`src/assert_macros.svh`:
```
// assertion helpers shared by the rtl files
`ifndef ASSERT_MACROS_SVH
`define ASSERT_MACROS_SVH

// clocked property, ignored while reset is asserted
`define ASSERT_CLKD(label, clk, rst_n, prop, msg) \
    label: assert property (@(posedge clk) disable iff (!rst_n) prop) else $error(msg);

// clocked property that must also hold during reset
`define ASSERT_ALWAYS(label, clk, prop, msg) \
    label: assert property (@(posedge clk) prop) else $error(msg);

`endif

```
`src/dmbf_pkg.sv`:
```
//------------------------------------------------------------------------------
// dmbf_pkg
// types and constants of the display mode best fit selector
//------------------------------------------------------------------------------
`default_nettype none

package dmbf_pkg;

    // configuration port
    localparam int CFG_ADDR_W = 3;
    localparam int CFG_DATA_W = 32;
    localparam logic REG_TARGET_WIDTH  = 1'b0;
    localparam logic REG_TARGET_HEIGHT = 1'b1;
    localparam logic [15:0] TARGET_WIDTH_RST  = 16'd640;
    localparam logic [15:0] TARGET_HEIGHT_RST = 16'd480;

    // qualification codes
    localparam logic [15:0] ATTR_SUPPORTED = 16'h0001;
    localparam logic [15:0] ATTR_COLOUR    = 16'h0008;
    localparam logic [15:0] ATTR_GRAPHICS  = 16'h0010;
    localparam logic [15:0] ATTR_LINEAR    = 16'h0080;
    localparam logic [15:0] ATTR_REQUIRED  =
        ATTR_SUPPORTED | ATTR_COLOUR | ATTR_GRAPHICS | ATTR_LINEAR;
    localparam logic [7:0]  MODEL_PACKED   = 8'd4;
    localparam logic [7:0]  MODEL_DIRECT   = 8'd6;
    localparam logic [7:0]  DEPTH_LOW      = 8'd16;
    localparam logic [7:0]  DEPTH_HIGH     = 8'd32;

    // queue between front and back
    localparam int QUEUE_DEPTH = 2;
    localparam int QUEUE_PTR_W = (QUEUE_DEPTH > 1) ? $clog2(QUEUE_DEPTH) : 1;
    localparam int QUEUE_CNT_W = $clog2(QUEUE_DEPTH + 1);

    typedef struct packed {
        logic        is_terminator;
        logic        info_ok;
        logic [15:0] mode_number;
        logic [15:0] attributes;
        logic [7:0]  memory_model;
        logic [7:0]  pixel_depth;
        logic [15:0] mode_width;
        logic [15:0] mode_height;
    } t_mode_in;

    typedef struct packed {
        logic        found;
        logic [15:0] chosen_mode;
        logic [15:0] chosen_width;
        logic [15:0] chosen_height;
        logic [7:0]  chosen_depth;
        logic [7:0]  chosen_model;
    } t_result;

    // classified descriptor
    typedef struct packed {
        logic        is_term;
        logic        exact;
        logic        fits;
        logic [15:0] mode;
        logic [15:0] width;
        logic [15:0] height;
        logic [7:0]  depth;
        logic [7:0]  model;
    } t_cls;

endpackage

`default_nettype wire

```
`src/dmbf_front.sv`:
```
//------------------------------------------------------------------------------
// dmbf_front
// target registers and descriptor classification
//------------------------------------------------------------------------------
`default_nettype none

module dmbf_front
    import dmbf_pkg::*;
(
    input  wire logic                  i_clk,
    input  wire logic                  i_rst_n,
    input  wire logic                  psel,
    input  wire logic                  penable,
    input  wire logic                  pwrite,
    input  wire logic [CFG_ADDR_W-1:0] paddr,
    input  wire logic [CFG_DATA_W-1:0] pwdata,
    output logic      [CFG_DATA_W-1:0] prdata,
    input  wire logic                  i_push,
    input  wire t_mode_in              i_item,
    input  wire logic                  i_queue_full,
    output logic                       o_push,
    output t_cls                       o_cls
);

    logic [15:0] r_target_w, n_target_w;
    logic [15:0] r_target_h, n_target_h;
    logic        wr_en;
    logic        qualify;

    assign wr_en = psel && penable && pwrite;

    always_comb begin
        n_target_w = r_target_w;
        n_target_h = r_target_h;
        if (wr_en) begin
            case (paddr[2])
                REG_TARGET_WIDTH:  n_target_w = pwdata[15:0];
                REG_TARGET_HEIGHT: n_target_h = pwdata[15:0];
                default: ;
            endcase
        end
    end

    always_ff @(posedge i_clk) begin
        if (!i_rst_n) begin
            r_target_w <= TARGET_WIDTH_RST;
            r_target_h <= TARGET_HEIGHT_RST;
        end else begin
            r_target_w <= n_target_w;
            r_target_h <= n_target_h;
        end
    end

    always_comb begin
        case (paddr[2])
            REG_TARGET_WIDTH:  prdata = {{(CFG_DATA_W-16){1'b0}}, r_target_w};
            REG_TARGET_HEIGHT: prdata = {{(CFG_DATA_W-16){1'b0}}, r_target_h};
            default:           prdata = '0;
        endcase
    end

    // failed fetches never qualify
    assign qualify = i_item.info_ok
        && ((i_item.attributes & ATTR_REQUIRED) == ATTR_REQUIRED)
        && (i_item.memory_model == MODEL_PACKED || i_item.memory_model == MODEL_DIRECT)
        && (i_item.pixel_depth == DEPTH_LOW || i_item.pixel_depth == DEPTH_HIGH);

    always_comb begin
        o_cls.is_term = i_item.is_terminator;
        o_cls.exact   = !i_item.is_terminator && qualify
            && i_item.mode_width == r_target_w && i_item.mode_height == r_target_h
            && i_item.pixel_depth == DEPTH_HIGH;
        o_cls.fits    = !i_item.is_terminator && qualify
            && i_item.mode_width <= r_target_w && i_item.mode_height <= r_target_h;
        o_cls.mode    = i_item.mode_number;
        o_cls.width   = i_item.mode_width;
        o_cls.height  = i_item.mode_height;
        o_cls.depth   = i_item.pixel_depth;
        o_cls.model   = i_item.memory_model;
    end

    assign o_push = i_push && !i_queue_full;

endmodule

`default_nettype wire

```
`src/dmbf_queue.sv`:
```
//------------------------------------------------------------------------------
// dmbf_queue
// short register queue of classified descriptors
//------------------------------------------------------------------------------
`default_nettype none

`include "assert_macros.svh"

module dmbf_queue
    import dmbf_pkg::*;
(
    input  wire logic i_clk,
    input  wire logic i_rst_n,
    input  wire logic i_push,
    input  wire t_cls i_data,
    output logic      o_full,
    output logic      o_empty,
    input  wire logic i_pop,
    output t_cls      o_data
);

    t_cls                   r_mem [QUEUE_DEPTH];
    logic [QUEUE_PTR_W-1:0] r_wr_ptr, n_wr_ptr;
    logic [QUEUE_PTR_W-1:0] r_rd_ptr, n_rd_ptr;
    logic [QUEUE_CNT_W-1:0] r_count, n_count;
    logic                   do_push;
    logic                   do_pop;

    assign o_full  = (r_count == QUEUE_CNT_W'(QUEUE_DEPTH));
    assign o_empty = (r_count == '0);
    assign do_push = i_push && !o_full;
    assign do_pop  = i_pop && !o_empty;
    assign o_data  = r_mem[r_rd_ptr];

    always_comb begin
        n_wr_ptr = r_wr_ptr;
        n_rd_ptr = r_rd_ptr;
        n_count  = r_count;
        if (do_push) begin
            n_wr_ptr = (r_wr_ptr == QUEUE_PTR_W'(QUEUE_DEPTH - 1)) ? '0
                                                                  : r_wr_ptr + 1'b1;
        end
        if (do_pop) begin
            n_rd_ptr = (r_rd_ptr == QUEUE_PTR_W'(QUEUE_DEPTH - 1)) ? '0
                                                                  : r_rd_ptr + 1'b1;
        end
        if (do_push && !do_pop) begin
            n_count = r_count + 1'b1;
        end else if (do_pop && !do_push) begin
            n_count = r_count - 1'b1;
        end
    end

    always_ff @(posedge i_clk) begin
        if (!i_rst_n) begin
            r_wr_ptr <= '0;
            r_rd_ptr <= '0;
            r_count  <= '0;
        end else begin
            r_wr_ptr <= n_wr_ptr;
            r_rd_ptr <= n_rd_ptr;
            r_count  <= n_count;
        end
    end

    always_ff @(posedge i_clk) begin
        if (do_push) begin
            r_mem[r_wr_ptr] <= i_data;
        end
    end

    `ASSERT_ALWAYS(a_count_bound, i_clk,
        !i_rst_n || r_count <= QUEUE_CNT_W'(QUEUE_DEPTH),
        "queue count beyond depth")
    `ASSERT_CLKD(a_count_grow, i_clk, i_rst_n,
        do_push && !do_pop |=> r_count == $past(r_count) + 1'b1,
        "queue count did not grow on push")

endmodule

`default_nettype wire

```
`src/dmbf_back.sv`:
```
//------------------------------------------------------------------------------
// dmbf_back
// best fit tracking and result register
//------------------------------------------------------------------------------
`default_nettype none

`include "assert_macros.svh"

module dmbf_back
    import dmbf_pkg::*;
(
    input  wire logic i_clk,
    input  wire logic i_rst_n,
    input  wire logic i_valid,
    input  wire t_cls i_cls,
    output logic      o_take,
    output logic      o_empty,
    input  wire logic i_pop,
    output t_result   o_result
);

    logic    r_locked, n_locked;
    t_result r_best, n_best;
    logic    r_out_valid, n_out_valid;
    t_result r_out, n_out;
    logic    out_ready;
    t_result cand;

    assign out_ready = !r_out_valid || i_pop;
    // a terminator waits for room in the result register
    assign o_take    = i_valid && (!i_cls.is_term || out_ready);

    assign cand.found         = 1'b1;
    assign cand.chosen_mode   = i_cls.mode;
    assign cand.chosen_width  = i_cls.width;
    assign cand.chosen_height = i_cls.height;
    assign cand.chosen_depth  = i_cls.depth;
    assign cand.chosen_model  = i_cls.model;

    always_comb begin
        n_locked    = r_locked;
        n_best      = r_best;
        n_out_valid = r_out_valid && !i_pop;
        n_out       = r_out;
        if (o_take) begin
            if (i_cls.is_term) begin
                n_out_valid = 1'b1;
                n_out       = r_best;
                n_locked    = 1'b0;
                n_best      = '0;
            end else if (!r_locked) begin
                if (i_cls.exact) begin
                    n_best   = cand;
                    n_locked = 1'b1;
                end else if (i_cls.fits && i_cls.width >= r_best.chosen_width
                             && i_cls.height >= r_best.chosen_height) begin
                    n_best = cand;
                end
            end
        end
    end

    always_ff @(posedge i_clk) begin
        if (!i_rst_n) begin
            r_locked    <= 1'b0;
            r_best      <= '0;
            r_out_valid <= 1'b0;
        end else begin
            r_locked    <= n_locked;
            r_best      <= n_best;
            r_out_valid <= n_out_valid;
        end
    end

    always_ff @(posedge i_clk) begin
        r_out <= n_out;
    end

    assign o_empty  = !r_out_valid;
    assign o_result = r_out;

    `ASSERT_CLKD(a_lock_implies_found, i_clk, i_rst_n, r_locked |-> r_best.found,
        "exact lock without a chosen mode")
    `ASSERT_CLKD(a_term_clears, i_clk, i_rst_n,
        o_take && i_cls.is_term |=> !r_locked && !r_best.found,
        "terminator did not clear the best fit")

endmodule

`default_nettype wire

```
`src/display_mode_best_fit_select.sv`:
```
//------------------------------------------------------------------------------
// display_mode_best_fit_select
// picks the best display mode for a target resolution from a descriptor list
//------------------------------------------------------------------------------
// usage:
//   descriptors enter on the push/full channel, one beat each; the list ends
//   with a terminator beat. target width and height are set over the apb port
//   (byte address 0 and 4) while the block is idle; pready is always high.
//   each terminator yields one result beat on the empty/pop channel holding
//   the chosen mode, or found = 0 and zeros when nothing qualified.
//   a terminator passes through the classification queue; the back end then
//   loads the result register from it when that register is free.
//   throughput: one descriptor per cycle while full is low; the best fit
//   compare in the back end is combinational.
//   a stalled result holds in the result register; descriptors keep flowing
//   until the next terminator reaches the back end, then the two-entry queue
//   fills and full rises.
//   synchronous reset restores the targets to 640 x 480 and clears the
//   running best fit, the queue and the pending result.
//------------------------------------------------------------------------------
`default_nettype none

module display_mode_best_fit_select
    import dmbf_pkg::*;
(
    input  wire logic                  i_clk,
    input  wire logic                  i_rst_n,
    // configuration
    input  wire logic                  psel,
    input  wire logic                  penable,
    input  wire logic                  pwrite,
    input  wire logic [CFG_ADDR_W-1:0] paddr,
    input  wire logic [CFG_DATA_W-1:0] pwdata,
    output logic      [CFG_DATA_W-1:0] prdata,
    output logic                       pready,
    // descriptor channel
    input  wire logic                  push,
    output logic                       full,
    input  wire t_mode_in              i_item,
    // result channel
    output logic                       empty,
    input  wire logic                  pop,
    output t_result                    o_result
);

    logic q_push;
    t_cls q_in;
    logic q_empty;
    t_cls q_out;
    logic q_pop;

    assign pready = 1'b1;

    // front: targets and classification of each beat
    dmbf_front u_front (
        .i_clk        (i_clk),
        .i_rst_n      (i_rst_n),
        .psel         (psel),
        .penable      (penable),
        .pwrite       (pwrite),
        .paddr        (paddr),
        .pwdata       (pwdata),
        .prdata       (prdata),
        .i_push       (push),
        .i_item       (i_item),
        .i_queue_full (full),
        .o_push       (q_push),
        .o_cls        (q_in)
    );

    // decoupling queue so either side may stall alone
    dmbf_queue u_queue (
        .i_clk   (i_clk),
        .i_rst_n (i_rst_n),
        .i_push  (q_push),
        .i_data  (q_in),
        .o_full  (full),
        .o_empty (q_empty),
        .i_pop   (q_pop),
        .o_data  (q_out)
    );

    // back: running best fit and result register
    dmbf_back u_back (
        .i_clk    (i_clk),
        .i_rst_n  (i_rst_n),
        .i_valid  (!q_empty),
        .i_cls    (q_out),
        .o_take   (q_pop),
        .o_empty  (empty),
        .i_pop    (pop),
        .o_result (o_result)
    );

endmodule

`default_nettype wire
```
`config.mk`:
```
export PLATFORM = sky130hd
export DESIGN_NAME = display_mode_best_fit_select
export DESIGN_NICKNAME = d
export VERILOG_FILES = /design/src/dmbf_pkg.sv /design/src/dmbf_front.sv /design/src/dmbf_queue.sv /design/src/dmbf_back.sv /design/src/display_mode_best_fit_select.sv
export VERILOG_INCLUDE_DIRS = /design/src /design/src/src
export SDC_FILE = /design/constraint.sdc
export NUM_CORES = 1
export LEC_CHECK = 0
export ABC_CLOCK_PERIOD_IN_PS = 6400
export BUFFER_PORTS_ARGS = -buffer_cell sky130_fd_sc_hd__buf_2
export CAP_MARGIN = 20
export CORE_MARGIN = 2
export CORE_UTILIZATION = 52
export DETAILED_ROUTE_END_ITERATION = 10
export PLACE_DENSITY = 0.79
export REMOVE_ABC_BUFFERS = 1
export SETUP_SLACK_MARGIN = 0.4
export SYNTH_ARGS = -nofsm -noshare
export SYNTH_HDL_FRONTEND = slang
export SYNTH_SLANG_ARGS = --single-unit
```
`constraint.sdc`:
```
create_clock -name i_clk -period 6.4 [get_ports i_clk]
set_input_delay 0.64 -clock i_clk [delete_from_list [all_inputs] [get_ports i_clk]]
set_output_delay 0.64 -clock i_clk [all_outputs]
set_load 0.005 [all_outputs]
```
==> metrics.md <==
| Metric | Value |
|---|---|
| Clock Sink Count | `303` |
| Worst path arrival time | `3720 ps` |
| CTS max path bufs | `3` |
| Row cnt | `56` |
| Final Cycle Share | `55.4%` |
| Initial antenna violation count | `1` |
| Drt drc | `0` |
| Clock-pin slew on the worst setup and hold paths | `60 ps` |
| IO Pins | `224` |
| Vias per cell | `5.28` |
| Power, Total | `5.93 mW` |
| Hold buffers post-CTS | `0` |
| Layout cells sized above 1 | `25.1%` |
| Worst slack, placed | `2790 ps` |
| Hold slack | `288 ps` |
| Worst setup EP type | `flop` |
| Synth cell types | `49` |
| Final worst slack | `2850 ps` |
| Vias in the first global route | `7933` |
| Synth Flop Type | `edfxtp_1` |
| I/O Buffers | `176` |
| Max Clock Skew | `16.6 ps` |
| Die area | `0.0255 mm2` |
| Clk root buf | `clkbuf_16` |
| Post-cts resize count | `0` |
| Fin. Hold Viols | `0` |
| Crit Path Max Fanout | `40` |
| Post-placement cell area | `0.0137 mm2` |
| Critical path class | `flop to flop` |
| Maximum VDD drop | `298 uV` |
| TritonCTS clock tree | `done` |
| Area of the mapped netlist | `0.0126 mm2` |
| Drt pass-1 iters | `5` |
| CP required | `6580 ps` |
| Slew headroom | `31.6%` |
| Worst-Skew Late Latency | `550 ps` |
| Ranking of synthesized cells by area | `edfxtp_1 47%, dfxtp_1 17%, ha_1 6.5%` |
| Fin area | `0.0147 mm2` |
| Yosys top cell by area | `edfxtp_1` |
| Layout area overhead | `17.0%` |
| Fillcell total | `1875` |
| Pwr dens | `402 mW/mm2` |
| Sequential element share of the synthesized area | `64.0%` |
| Core footprint | `0.0236 mm2` |
| Count of final setup violators | `0` |
| Max frequency | `0.282 GHz` |
| Final net count | `1376` |
| GRT Overall Usage | `19.9%` |
| Die height | `160 um` |
| RSZ-0062 raised after global routing | `no` |
| Die X | `160 um` |
| Via count | `8083` |
| Share of the synthesized area in the top cell type | `47.5%` |
| Max Cap Viol | `0` |
| Final ANT Viol Nets | `0` |
| Fin. max-slew vios | `0` |
| Largest net degree at the start of global routing | `73` |
| H-tree depth | `1` |
| WL per Instance | `16.7 um` |
| Initial Util | `53.3%` |
| Hold Startpoint | `i_item[73]` |
| FFs w/ async S/R, synth | `0%` |
| Final GP Congestion | `0.870` |
| Syn Area/Cell | `12.3 um2` |
| Post-Syn Instances | `1021` |
| Period minus WS final | `3550 ps` |
| GRT overflow | `0` |
| Final HPWL DP | `17100 um` |
| Register bit count reported by yosys | `303` |
| CTS Buf Count | `30` |
| CP startpoint kind | `flop` |
| EDFF count, synth | `199` |
| Min-delay worst type | `input port to flop` |
| First-pass GRT wire length | `40400 um` |
| Routed wire length | `25600 um` |
| Leakage Power | `5.52 nW` |
| Core Util, Final | `62.4%` |
| Yosys warnings | `0` |
| Run status | `completed` |
| Starting DRT DRC Count | `610` |
| Worst-Margin Slew | `1030 ps` |
| Postcts setup bufs | `0` |
report_power, final:
part / internal [mW] / switching [mW] / total, mW
Combinational: 0.546 / 0.859 / 1.40
Sequential: 2.54 / 0.175 / 2.72
Clock: 1.08 / 0.720 / 1.80
Total: 4.17 / 1.75 / 5.93
stage by stage:
| stage | instances | TNS [ps] |
|---|---|---|
| final | 1531 | 0 |
| after CTS | 1530 | 0 |
| after detailed placement | 1474 | 0 |
| after global placement | 1473 | 0 |
| after floorplan | 970 | -126290 |
| after global routing | 1531 | 0 |
layout make-up:
type | count | area [um2] | share of cell area, %
multi-input cells | 600 | 4010 | 27.2
repair buffers | 185 | 951 | 6.46
inverters | 67 | 251 | 1.71
well taps | 319 | 399 | 2.71
flip-flops and latches | 303 | 8060 | 54.7
clock inverters | 14 | 129 | 0.875
diodes | 1 | 2.50 | 0.0170
clock buffers | 42 | 921 | 6.25
per-layer routing:
metal  global-route usage (%)  wire, um  vias up
met1                     26.1     11300     3836
met2                     34.0     12000      261
li1                         -         -     3951
met5                        0         0        -
met3                     3.62      1760       35
met4                     5.62       521        0
critical path, stage by stage, from the launching register on:
cell     delay [ps]
dfxtp_4         670
buf_4           550
mux2i_4         430
o22ai_2         230
nor2_4          630
buf_4           610
flip-flops by register name (all words and copies together), names as in the netlist, named ones only:
register and flops:
u_queue.r_mem 134, u_back.o_result 65, u_back.r_best 65, u_front.r_target_h 16, u_front.r_target_w 16, u_queue.r_count 2
u_back.r_locked 1, u_back.r_out_valid 1, u_queue.r_rd_ptr 1, u_queue.r_wr_ptr 1
cell usage after synthesis, types with 2 or more instances:
cell type    n
a21o_1      10
buf_1        5
ha_1        65
o21ai_0     91
nand4_1     10
a21boi_0    28
and2_1       6
o211ai_1    14
o21a_1       5
and3_1       4
a31oi_1      2
clkbuf_1    30
nand2b_1    14
nor2_1      13
buf_4       24
dfxtp_1    104
nand2_1    136
conb_1       2
o21ai_1      4
mux2_2      57
a21oi_1     16
nor3_1       4
a211oi_1     3
mux2i_1      4
edfxtp_1   199
nor2b_1      6
clkbuf_2     4
nand3_1     69
inv_1       67
nor4_1       4
xnor2_1      3
cell families after synthesis:
family          count (synthesis)  synth area share, %
other cells                     2               0.0596
buf+inv                       133                 4.88
mux                            62                 5.59
xor+xnor                        4                0.278
fa+ha+maj                      65                 6.46
flops                         303                 64.0
simple gates                  272                 9.97
compound gates                180                 8.76
path summary, 6_finish.rpt:
path,slack [ps],cells past startpoint,endpoint
max reg2reg,2850,5,u_back.o_result[34]
min,290,1,u_queue.r_mem[0][57]
min reg2reg,430,0,u_back.o_result[62]
max,2850,5,u_back.o_result[34]
layout by cell type, fill, tap and decap left out, types with 5 or more instances in the layout:
| master | instances |
|---|---|
| a21boi_0 | 28 |
| a21o_1 | 10 |
| a21oi_1 | 16 |
| and2_1 | 5 |
| buf_2 | 175 |
| buf_4 | 10 |
| clkbuf_16 | 34 |
| clkinv_2 | 8 |
| conb_1 | 17 |
| dfxtp_1 | 103 |
| edfxtp_1 | 199 |
| ha_1 | 65 |
| inv_1 | 67 |
| mux2_2 | 57 |
| nand2_1 | 136 |
| nand2b_1 | 14 |
| nand3_1 | 69 |
| nand4_1 | 10 |
| nor2_1 | 11 |
| nor2b_1 | 6 |
| o211ai_1 | 14 |
| o21a_1 | 5 |
| o21ai_0 | 91 |
Power figures use the tool's default switching activity.
